`src/esfbc_pkg.sv`:
```
// Types, codes and helpers shared by the free block cache modules.
package esfbc_pkg;

	localparam logic [1:0] REQ_ALLOC = 2'd0;
	localparam logic [1:0] REQ_FREE  = 2'd1;
	localparam logic [1:0] REQ_FLUSH = 2'd2;

	localparam logic [2:0] ACT_HIT    = 3'd0;
	localparam logic [2:0] ACT_FWD    = 3'd1;
	localparam logic [2:0] ACT_ABSORB = 3'd2;
	localparam logic [2:0] ACT_FREE   = 3'd3;
	localparam logic [2:0] ACT_DONE   = 3'd4;

	localparam logic [31:0] THR_RESET = 32'd4194304;

	typedef struct packed {
		logic [1:0]  req_type;
		logic [31:0] block_size;
		logic [47:0] block_handle;
	} req_t;

	typedef struct packed {
		logic [2:0]  action;
		logic [47:0] out_handle;
		logic [31:0] out_size;
		logic        last;
	} res_t;

	typedef struct packed {
		logic [31:0] size;
		logic [47:0] handle;
	} entry_t;

	typedef struct packed {
		logic rd_en;
		logic wr_en;
		logic clr_all;
	} mem_cmd_t;

	function automatic res_t make_res(logic [2:0] act, logic [47:0] h, logic [31:0] s,
			logic lst);
		res_t r;
		r.action     = act;
		r.out_handle = h;
		r.out_size   = s;
		r.last       = lst;
		return r;
	endfunction

endpackage

```
`src/esfbc_mem.sv`:
```
// Entry table: synchronous memory with registered read data and per-entry valid bits.
module esfbc_mem #(
	parameter int N  = 16,
	parameter int AW = 4
) (
	input  logic               clk,
	input  logic               arst_n,
	input  esfbc_pkg::mem_cmd_t cmd,
	input  logic [AW-1:0]      rd_addr,
	input  logic [AW-1:0]      wr_addr,
	input  esfbc_pkg::entry_t  wr_data,
	output esfbc_pkg::entry_t  rd_data
);

	esfbc_pkg::entry_t mem_q [N];
	logic [N-1:0]      valid_q;
	esfbc_pkg::entry_t rdata_s1;
	logic              rvalid_s1;

	always_ff @(posedge clk) begin
		if (cmd.wr_en) begin
			mem_q[wr_addr] <= wr_data;
		end
		if (cmd.rd_en) begin
			rdata_s1 <= mem_q[rd_addr];
		end
	end

	always_ff @(posedge clk or negedge arst_n) begin
		if (!arst_n) begin
			valid_q   <= '0;
			rvalid_s1 <= 1'b0;
		end else begin
			if (cmd.clr_all) begin
				valid_q <= '0;
			end else if (cmd.wr_en) begin
				valid_q[wr_addr] <= 1'b1;
			end
			if (cmd.rd_en) begin
				rvalid_s1 <= valid_q[rd_addr];
			end
		end
	end

	assign rd_data = rvalid_s1 ? rdata_s1 : '0;

endmodule

```
`src/esfbc_ctrl.sv`:
```
// Request sequencer: scans the table, updates entries and drives results.
module esfbc_ctrl #(
	parameter int N  = 16,
	parameter int AW = 4
) (
	input  logic                clk,
	input  logic                arst_n,
	input  logic                start,
	input  esfbc_pkg::req_t     req,
	input  logic [31:0]         thr,
	output logic                busy,
	output logic                res_strobe,
	output esfbc_pkg::res_t     res,
	output esfbc_pkg::mem_cmd_t cmd,
	output logic [AW-1:0]       rd_addr,
	output logic [AW-1:0]       wr_addr,
	output esfbc_pkg::entry_t   wr_data,
	input  esfbc_pkg::entry_t   rd_data
);

	localparam int CW = $clog2(N + 1);

	typedef enum logic [2:0] {
		ST_IDLE  = 3'b001,
		ST_SCAN  = 3'b010,
		ST_FDONE = 3'b100
	} state_t;

	state_t            state_q, state_d;
	esfbc_pkg::req_t   req_q;
	logic [CW-1:0]     iss_q, iss_d;
	logic              ev_s1;
	logic [AW-1:0]     ptr_s1;
	logic              emp_vld_q, emp_vld_d;
	logic [AW-1:0]     emp_idx_q, emp_idx_d;
	logic              res_vld_d;
	esfbc_pkg::res_t   res_d;
	logic              ld;
	logic              last_ent;

	always_comb begin
		state_d   = state_q;
		iss_d     = iss_q;
		emp_vld_d = emp_vld_q;
		emp_idx_d = emp_idx_q;
		cmd       = '0;
		rd_addr   = iss_q[AW-1:0];
		wr_addr   = ptr_s1;
		wr_data   = '0;
		res_vld_d = 1'b0;
		res_d     = '0;
		ld        = 1'b0;
		last_ent  = (ptr_s1 == AW'(N - 1));
		case (state_q)
			ST_IDLE: begin
				if (start) begin
					ld    = 1'b1;
					iss_d = '0;
					case (req.req_type)
						esfbc_pkg::REQ_ALLOC: begin
							if (req.block_size != 32'd0 && req.block_size <= thr) begin
								state_d = ST_SCAN;
							end else begin
								res_vld_d = 1'b1;
								res_d = esfbc_pkg::make_res(esfbc_pkg::ACT_FWD, 48'd0,
									req.block_size, 1'b1);
							end
						end
						esfbc_pkg::REQ_FREE: begin
							if (req.block_handle == 48'd0 || req.block_size == 32'd0 ||
									req.block_size >= thr) begin
								res_vld_d = 1'b1;
								res_d = esfbc_pkg::make_res(esfbc_pkg::ACT_FREE,
									req.block_handle, req.block_size, 1'b1);
							end else begin
								state_d   = ST_SCAN;
								emp_vld_d = 1'b0;
							end
						end
						esfbc_pkg::REQ_FLUSH: begin
							state_d = ST_SCAN;
						end
						default: ;
					endcase
				end
			end
			ST_SCAN: begin
				if (iss_q < CW'(N)) begin
					cmd.rd_en = 1'b1;
					iss_d     = iss_q + CW'(1);
				end
				if (ev_s1) begin
					case (req_q.req_type)
						esfbc_pkg::REQ_ALLOC: begin
							if (rd_data.size == req_q.block_size && rd_data.handle != 48'd0) begin
								cmd.wr_en = 1'b1;
								res_vld_d = 1'b1;
								res_d = esfbc_pkg::make_res(esfbc_pkg::ACT_HIT, rd_data.handle,
									req_q.block_size, 1'b1);
								state_d = ST_IDLE;
							end else if (last_ent) begin
								res_vld_d = 1'b1;
								res_d = esfbc_pkg::make_res(esfbc_pkg::ACT_FWD, 48'd0,
									req_q.block_size, 1'b1);
								state_d = ST_IDLE;
							end
						end
						esfbc_pkg::REQ_FREE: begin
							if (rd_data.handle == req_q.block_handle) begin
								if (rd_data.size == 32'd0) begin
									cmd.wr_en = 1'b1;
									wr_data   = {req_q.block_size, req_q.block_handle};
								end
								res_vld_d = 1'b1;
								res_d = esfbc_pkg::make_res(esfbc_pkg::ACT_ABSORB,
									req_q.block_handle, req_q.block_size, 1'b1);
								state_d = ST_IDLE;
							end else begin
								if (!emp_vld_q && rd_data.handle == 48'd0) begin
									emp_vld_d = 1'b1;
									emp_idx_d = ptr_s1;
								end
								if (last_ent) begin
									res_vld_d = 1'b1;
									state_d   = ST_IDLE;
									if (emp_vld_d) begin
										cmd.wr_en = 1'b1;
										wr_addr   = emp_idx_d;
										wr_data   = {req_q.block_size, req_q.block_handle};
										res_d = esfbc_pkg::make_res(esfbc_pkg::ACT_ABSORB,
											req_q.block_handle, req_q.block_size, 1'b1);
									end else begin
										res_d = esfbc_pkg::make_res(esfbc_pkg::ACT_FREE,
											req_q.block_handle, req_q.block_size, 1'b1);
									end
								end
							end
						end
						esfbc_pkg::REQ_FLUSH: begin
							if (rd_data.handle != 48'd0) begin
								res_vld_d = 1'b1;
								res_d = esfbc_pkg::make_res(esfbc_pkg::ACT_FREE, rd_data.handle,
									rd_data.size, 1'b0);
							end
							if (last_ent) begin
								state_d = ST_FDONE;
							end
						end
						default: begin
							state_d = ST_IDLE;
						end
					endcase
				end
			end
			ST_FDONE: begin
				cmd.clr_all = 1'b1;
				res_vld_d   = 1'b1;
				res_d = esfbc_pkg::make_res(esfbc_pkg::ACT_DONE, 48'd0, 32'd0, 1'b1);
				state_d     = ST_IDLE;
			end
			default: begin
				state_d = ST_IDLE;
			end
		endcase
	end

	always_ff @(posedge clk or negedge arst_n) begin
		if (!arst_n) begin
			state_q    <= ST_IDLE;
			iss_q      <= '0;
			ev_s1      <= 1'b0;
			emp_vld_q  <= 1'b0;
			res_strobe <= 1'b0;
		end else begin
			state_q    <= state_d;
			iss_q      <= iss_d;
			ev_s1      <= cmd.rd_en && (state_d == ST_SCAN);
			emp_vld_q  <= emp_vld_d;
			res_strobe <= res_vld_d;
		end
	end

	always_ff @(posedge clk) begin
		if (ld) begin
			req_q <= req;
		end
		if (cmd.rd_en) begin
			ptr_s1 <= rd_addr;
		end
		emp_idx_q <= emp_idx_d;
		res       <= res_d;
	end

	assign busy = (state_q != ST_IDLE);

endmodule

```
`src/exact_size_free_block_cache_top.sv`:
```
// Exact-size free block cache: alloc, free and flush over a recycled-block table.
// Forwarded requests give their word in the cycle after start; a scanned alloc
// or free ends when an entry matches or after the last entry has been read.
// Flush: one word per held entry, then a done word.
// Throughput is set by the one-read-per-cycle table scan; busy is high meanwhile.
// arst_n clears control, the threshold (to 4194304) and all entry valid bits.
module exact_size_free_block_cache_top #(
	parameter int CACHE_ENTRIES = 16
) (
	input  logic            clk,
	input  logic            arst_n,
	input  logic            start,
	output logic            busy,
	input  esfbc_pkg::req_t req,
	output logic            res_strobe,
	output esfbc_pkg::res_t res,
	input  logic            cfg_valid,
	output logic            cfg_ready,
	input  logic [31:0]     cfg_data
);

	localparam int AW = (CACHE_ENTRIES > 1) ? $clog2(CACHE_ENTRIES) : 1;

	logic [31:0]         thr_q;
	esfbc_pkg::mem_cmd_t cmd;
	logic [AW-1:0]       rd_addr;
	logic [AW-1:0]       wr_addr;
	esfbc_pkg::entry_t   wr_data;
	esfbc_pkg::entry_t   rd_data;

	assign cfg_ready = 1'b1;

	always_ff @(posedge clk or negedge arst_n) begin
		if (!arst_n) begin
			thr_q <= esfbc_pkg::THR_RESET;
		end else if (cfg_valid && cfg_ready) begin
			thr_q <= cfg_data;
		end
	end

	esfbc_ctrl #(.N(CACHE_ENTRIES), .AW(AW)) u_ctrl (
		.clk        (clk),
		.arst_n     (arst_n),
		.start      (start),
		.req        (req),
		.thr        (thr_q),
		.busy       (busy),
		.res_strobe (res_strobe),
		.res        (res),
		.cmd        (cmd),
		.rd_addr    (rd_addr),
		.wr_addr    (wr_addr),
		.wr_data    (wr_data),
		.rd_data    (rd_data)
	);

	esfbc_mem #(.N(CACHE_ENTRIES), .AW(AW)) u_mem (
		.clk     (clk),
		.arst_n  (arst_n),
		.cmd     (cmd),
		.rd_addr (rd_addr),
		.wr_addr (wr_addr),
		.wr_data (wr_data),
		.rd_data (rd_data)
	);

endmodule

```
`config.mk`:
```
export PLATFORM = sky130hd
export DESIGN_NAME = exact_size_free_block_cache_top
export DESIGN_NICKNAME = d
export VERILOG_FILES = /design/src/esfbc_pkg.sv /design/src/esfbc_mem.sv /design/src/esfbc_ctrl.sv /design/src/exact_size_free_block_cache_top.sv
export SDC_FILE = /design/constraint.sdc
export NUM_CORES = 2
export LEC_CHECK = 0
export ABC_CLOCK_PERIOD_IN_PS = 8300
export BUFFER_PORTS_ARGS = -buffer_cell sky130_fd_sc_hd__buf_2
export CAP_MARGIN = 10
export CORE_ASPECT_RATIO = 0.6
export CORE_UTILIZATION = 40
export CTS_BUF_LIST = sky130_fd_sc_hd__clkbuf_8 sky130_fd_sc_hd__clkbuf_16
export DETAILED_ROUTE_END_ITERATION = 10
export GPL_TIMING_DRIVEN = 0
export SLEW_MARGIN = 40
export SYNTH_ARGS = -nofsm -noshare
export SYNTH_HDL_FRONTEND = slang
export SYNTH_SLANG_ARGS = --single-unit
```
`constraint.sdc`:
```
create_clock -name clk -period 8.3 [get_ports clk]
set_input_delay 0.415 -clock clk [delete_from_list [all_inputs] [get_ports clk]]
set_output_delay 0.415 -clock clk [all_outputs]
set_load 0.05 [all_outputs]
```
== Word-level counts from Yosys, hierarchy flattened ==
Memories as Yosys holds them, arrays and structs flattened. A register that Yosys moved wholly into a read port is not among the register bits.
Index checks and enable logic that the tools add are counted.
Widths: inputs -> output; s select.

* Bits in writable memories: 1280
* Word-level logic and storage cells: 152
* Bits of input ports: 118
* Flip-flop bits (word level): 234
* Output and inout bits: 87
* Memories kept: 1

{| class="wikitable"
|+ Memory list
! memory !! depth !! width !! read ports !! clocked after memory_dff !! wr ports !! RTL line !! RTL
|-
| u_mem.mem_q || 16 || 80 || 1 || 1 || 1 || esfbc_mem.sv:15 || <nowiki>esfbc_pkg::entry_t mem_q [N];</nowiki>
|}

* Mux-type cells: 85
* Reductions and logical operators: 21
* Magnitude comparators: 6
* Add/subtract/negate cells: 1
* Bitwise operators: 2
* Equality and inequality tests: 19

{| class="wikitable"
|+ Operators by type and width
! kind !! number
|-
| $mux 80 || 8
|-
| $pmux 84 s3 || 2
|-
| $mux 84 || 5
|-
| $mux 82 || 3
|-
| $pmux 84 s2 || 1
|-
| $mux 83 || 2
|-
| $logic_not 48->1 || 2
|-
| $logic_not 32->1 || 2
|-
| $eq 48x48->1 || 1
|-
| $reduce_bool 48->1 || 1
|-
| $mux 1 || 33
|-
| $eq 32x32->1 || 1
|-
| $ge 32x32->1 || 1
|-
| $le 32x32->1 || 1
|-
| $mux 16 || 2
|-
| $reduce_bool 32->1 || 1
|-
| $mux 4 || 7
|-
| $mux 3 || 8
|-
| $pmux 3 s3 || 2
|-
| $or 16x16->16 || 1
|-
| $lt 4x5->1 const B || 2
|-
| $mux 5 || 2
|-
| $ne 2x2->1 const B || 5
|-
| $pmux 5 s2 || 1
|-
| 26 further kinds || 40
|}

== Depth between registers and ports, before layout ==
* Depth in word-level cells: 21
* Depth in mapped cells: 14

== Cells and area by module ==
From an unflattened synthesis, not the netlist that was laid out.

* Cells, all modules: 2928
* Area, all modules: 62432.4 sq um

{| class="wikitable"
|+ By module, submodules not included
! module !! area an instance (sq um) !! times used !! cells an instance !! sequential area each (sq um)
|-
| esfbc_mem || 51750.9 || 1 || 2020 || 41264.6
|-
| esfbc_ctrl || 9323.9 || 1 || 838 || 4660.7
|-
| exact_size_free_block_cache_top || 1357.6 || 1 || 70 || 802.0
|}

== Worst setup path before layout ==
No wires, ideal clock.

* Kind: reg-to-reg
* Start point: register, netlist name u_mem.rdata_s1[13]
* End point: memory u_mem.mem_q[15][0] (netlist name) (enable)
* Required time: 7.684 ns
* Stages on the path, launching flop included: 10
* Slack: -0.152 ns
* Library setup time: 0.616 ns
* Arrival time: 7.836 ns
* Period minus slack after synthesis: 8.452 ns
* Path through: edfxtp_1 and4bb_2 a31o_2 a22oi_1 or4_1 or3_1 clkbuf_1 nor2_4 o311ai_1 nor3_1

* Word-level cells in the longest chain between the ends: 16
* Elaborated cells on any way between the ends: 27
* Those cells by class: eq/ne: 1; mux: 22; reduce/logical: 4

{| class="wikitable"
|+ RTL lines
! element !! RTL line !! RTL
|-
| $mux 80 (*) || esfbc_mem.sv:45 || <nowiki>assign rd_data = rvalid_s1 ? rdata_s1 : '0;</nowiki>
|-
| $logic_not 48->1 || esfbc_ctrl.sv:119 || <nowiki>if (!emp_vld_q && rd_data.handle == 48'd0) begin</nowiki>
|-
| $logic_and 1x1->1 || esfbc_ctrl.sv:119 ||
|-
| $mux 1 || esfbc_ctrl.sv:119 ||
|-
| $mux 1 || esfbc_ctrl.sv:109 || <nowiki>if (rd_data.handle == req_q.block_handle) begin</nowiki>
|-
| $mux 1 || esfbc_ctrl.sv:93 || <nowiki>case (req_q.req_type)</nowiki>
|-
| $mux 1 || esfbc_ctrl.sv:92 || <nowiki>if (ev_s1) begin</nowiki>
|-
| $mux 1 || esfbc_ctrl.sv:54 || <nowiki>case (state_q)</nowiki>
|-
| $mux 1 || esfbc_ctrl.sv:126 || <nowiki>if (emp_vld_d) begin</nowiki>
|-
| $mux 1 || esfbc_ctrl.sv:123 || <nowiki>if (last_ent) begin</nowiki>
|-
| $mux 1 || esfbc_ctrl.sv:109 ||
|-
| $pmux 1 s2 || esfbc_ctrl.sv:93 ||
|-
| $mux 1 || esfbc_ctrl.sv:92 ||
|-
| $mux 2 || esfbc_ctrl.sv:54 ||
|-
| $mux 1 || esfbc_mem.sv:21 || <nowiki>if (cmd.wr_en) begin</nowiki>
|-
| $mux 1 (not written as such) || esfbc_mem.sv:22 || <nowiki>mem_q[wr_addr] <= wr_data;</nowiki>
|-
| end, declared || esfbc_mem.sv:15 ||
|}

Every way passes the cells marked *; elsewhere a longest branch is shown, timed or not. The select of a mux whose other input is x is not followed.

== Final worst setup path ==
* Start point: register u_mem.rvalid_s1
* End point: memory u_mem.mem_q[13][3] (netlist name) (enable)

* Word-level cells in the longest chain between the ends: 16
* Elaborated cells on any way between the ends: 30
* Those cells by class: eq/ne: 2; mux: 23; reduce/logical: 5

{| class="wikitable"
|+ RTL lines
! element !! RTL line !! RTL
|-
| start, declared || esfbc_mem.sv:18 || <nowiki>logic rvalid_s1;</nowiki>
|-
| start signal, assigned || esfbc_mem.sv:40 || <nowiki>rvalid_s1 <= valid_q[rd_addr];</nowiki>
|-
| $mux 80 (*) || esfbc_mem.sv:45 ||
|-
| $logic_not 48->1 || esfbc_ctrl.sv:119 ||
|-
| $logic_and 1x1->1 || esfbc_ctrl.sv:119 ||
|-
| $mux 1 || esfbc_ctrl.sv:119 ||
|-
| $mux 1 || esfbc_ctrl.sv:109 ||
|-
| $mux 1 || esfbc_ctrl.sv:93 ||
|-
| $mux 1 || esfbc_ctrl.sv:92 ||
|-
| $mux 1 || esfbc_ctrl.sv:54 ||
|-
| $mux 1 || esfbc_ctrl.sv:126 ||
|-
| $mux 1 || esfbc_ctrl.sv:123 ||
|-
| $mux 1 || esfbc_ctrl.sv:109 ||
|-
| $pmux 1 s2 || esfbc_ctrl.sv:93 ||
|-
| $mux 1 || esfbc_ctrl.sv:92 ||
|-
| $mux 2 || esfbc_ctrl.sv:54 ||
|-
| $mux 1 || esfbc_mem.sv:21 ||
|-
| $mux 1 (not written as such) || esfbc_mem.sv:22 ||
|}

Marked as above.

==> metrics.txt <==
Min-Delay Path Class in -> reg; gr ovfl total 0; core region area 0.156 sq mm; Synth top area share 69.4%; Core Util, Final 48.3%; sequential share of power 50.4%; # H-tree levels 4; Routed wire per std cell 29.5 um; Bufs on Longest Clock Path 3; area growth from synthesis to layout 19.7%; die area 0.158 sq mm; Register-to-Register Path Depth 18; TritonCTS buffer count 150; synthesized area divided by synthesized cell count 20.4 sq um; Pins Over Slew Limit 0; power per cell area 239 mW/mm^2; combinational fraction of design power 11.5%; effective utilization at floorplan 40.3%; number of optimization iterations in the first detailed-route pass 6; worst relative slew slack 43.1%; count of input and output buffers 202; transition time of the tightest slew-check pin 854 ps; Placed Instances 5,597; global-route wire length before repair 253 mm; number of warning messages in the yosys log 0; CP dominant cell by count buf_4; Final #Nets 3,966; Final Non-Filler Cells 5,992; Seq/Total Area, Yosys 74.5%; count of state elements after synthesis 1,594; biggest area consumer among synthesized cells edfxtp_1; total of max-cap violations 0; final period utilization 72.4%; CTS root buffer clkbuf_16; leakage power summed over all cells 28.5 nW; share of total power in the clock network 38.0%; critical path start-end classification reg -> reg; top-level I/O count 205; CP Max Fanout 10; clock latency of the later-clocked register in the worst-skew pair 810 ps; standard cell with the maximum stage delay on the critical path dfrtp_1; beginning of the worst register-to-register path u_mem.rvalid_s1$_DFFE_PN0P_; final WL 177 mm; routability cong. 0.897; number of global-route vias before repair 34,500; number of placement rows 112; antenna violations before repair 9; routed via count divided by cell count 5.85; count of buffer and inverter cells on the critical path 10; Sinks on Clock Net 1,594; DRC errors left 0; TritonCTS clock tree built; critical path endpoint u_mem.mem_q[13][3]$_DFFE_PP_; Final HPWL DP 124 mm; floorplan die height 309 um; via count 35,000; count of mapped cells out of synthesis 3,076; overall power after layout 0.0179 W; worst path cell trace clkbuf_1, nor4bb_1, a2bb2oi_1, a32oi_1, nand4_1, or3_1, clkbuf_1, nor2_4, a221oi_4, buf_6, nor3_2, buf_4, buf_4, buf_4, buf_4, buf_2, buf_2, buf_2; type of element capturing the critical path flop; Net Switching 0.00457 W; Netlist Area Pre-Place 0.0627 sq mm; internal reg-to-reg setup slack 2290 ps; syn nets 3,227; number of routed nets with antenna violations 0; worst clock skew 42.3 ps; antenna cells 0; iteration-0 DRC count of the detailed router 4,832; count of endpoints failing hold in the final timing report 0; fraction of layout cells with a size suffix above 1 32.0%; result of the run finished, final reports clean; Primary FF master, synth edfxtp_1; critical register-to-register path endpoint u_mem.mem_q[13][3]$_DFFE_PP_; setup repair after global routing missed its margin no; share of synthesized registers carrying an async set or reset 3.76%; internal portion of total power 0.0134 W; number of cells on the critical path 18; number of synthesized flops with an enable pin 1,450; aggregate global-route resource usage 22.4%; cell family contributing the most delay on the critical path buffers and inverters; number of distinct library cells after synthesis 77; cell types with the largest area share after synthesis edfxtp_1 69%, mux4_2 15%, dfxtp_1 2.7%, dfrtp_1 2.3%, a221o_1 1.3%; switch share 25.5%; peak per-stage delay on the critical path 610 ps; post-layout minimum cycle time 6010 ps; post-CTS clock slew at the launch and capture registers of the worst setup and hold paths 70 ps; critical path required time 8800 ps; Fmax 166 MHz; final setup fails 0; Peak supply drop 240 uV; chip width 513 um; largest net degree at the start of global routing 51; Critical Path Start u_mem.rvalid_s1$_DFFE_PN0P_; data arrival time of the critical path 6500 ps; element type at the critical path start flop
[synth_stat cells, types with 17 or more instances]
cell type and count:
edfxtp_1 1450, mux4_2 405, and2_1 105, clkbuf_1 102, dfxtp_1 84, nand2_1 83, a221o_1 82, o21ai_0 82
nor2_1 64, dfrtp_1 58, nor4_1 57, inv_1 50, nor3b_1 45, ha_1 33, nand4_1 33, nor3_1 27
buf_1 21, a21oi_1 20, a22oi_1 20, xnor2_1 20, o22ai_1 17, xor2_1 17
[how the worst min path moves through the flow]
stage                                  from                           end  slack (ps)  cells after the start
2_1_floorplan                        arst_n          thr_q[0]$_DFFE_PN0P_         120                      0
3_3_place_gp   u_mem.valid_q[6]$_DFFE_PN0P_  u_mem.valid_q[6]$_DFFE_PN0P_         460                      2
3_5_place_dp                         arst_n         thr_q[25]$_DFFE_PN0P_         240                      1
4_1_cts                           cfg_valid         thr_q[31]$_DFFE_PN0P_          30                      3
5_1_grt                              arst_n         thr_q[22]$_DFFE_PN1P_         120                      2
6_report                          cfg_valid         thr_q[31]$_DFFE_PN0P_          80                      3
[cells in the final DEF, fill, tap and decap left out, types with 51 or more instances in the layout]
master	count
a221o_1	82
buf_4	103
inv_1	83
edfxtp_1	1450
clkbuf_16	154
and2_1	105
dfrtp_1	58
mux4_2	405
o21ai_0	82
buf_6	101
clkbuf_2	51
dfxtp_1	84
nand2_1	83
nor2_1	62
buf_2	299
clkbuf_1	51
dlygate4sd3_1	116
[power groups by stage]
stage | Clock, W | Combinational [W] | Sequential [W]
floorplan | 0 | 0.00125 | 0.00919
global placement | 0 | 0.00196 | 0.00925
detailed placement | 0 | 0.00205 | 0.00921
CTS | 0.00693 | 0.00210 | 0.00904
global route | 0.00722 | 0.00220 | 0.00906
finish | 0.00682 | 0.00207 | 0.00905
[metrics by stage]
step                      area, sq um  hold WS, ps  TNS (ps)  worst slack [ps]
final                           75100         76.5         0              2290
after floorplan                 62700          119    -44460              -151
after global placement          66300          464  -7298860             -9160
after CTS                       75000         31.3         0              2440
after global routing            75100          119         0              2120
after detailed placement        69000          237         0              2480
[area by class of cell]
type                            count  area (sq um)
Timing Repair Buffer              587          4590
Clock inverter                    120           948
Inverter                           50           188
Tap cell                         2052          2570
Fill cell                       12700         80500
Clock buffer                      157          3890
Multi-Input combinational cell   1277         15400
Sequential cell                  1594         46700
Buffer                            155           779
[timing repair]
action,CTS,global route
resized for setup,0,0
hold endpoints to repair,250,0
buffers inserted,0,0
hold buffers,116,0
endpoints found under the setup margin,0,0
[registers in the layout, indices dropped and copies added (netlist names), named ones only]
name	flops
u_mem.mem_q	1280
u_ctrl.res	84
u_ctrl.req_q	82
u_mem.rdata_s1	80
thr_q	32
u_mem.valid_q	16
u_ctrl.iss_q	5
u_ctrl.ptr_s1	4
u_ctrl.state_q	3
u_ctrl.emp_vld_q	1
u_ctrl.ev_s1	1
u_ctrl.res_strobe	1
u_mem.rvalid_s1	1
[worst min-delay path, stage by stage]
cell,delay [ps]
clkbuf_1,220
nand2_1,120
o21ai_0,70
[kinds of logic after synthesis]
| logic type | synth area share, % |
|---|---|
| AND/OR/NAND/NOR | 4.63 |
| AO/OA/AOI/OAI | 3.66 |
| other | 0.00598 |
| adder cells (fa/ha/maj) | 0.659 |
| flip-flops | 74.5 |
| buffers and inverters | 1.40 |
| XOR/XNOR | 0.517 |
| multiplexers | 14.6 |
[routing by layer]
layer,global-route usage [%],vias to the layer above,part of all wire (%)
met2,32.8,1791,44
met3,4.53,250,9.1
met4,6.36,2,2.4
met5,0,-,0.0074
li1,-,14400,-
met1,33.9,18600,44
Note: power is estimated with default switching activity, not from simulation.
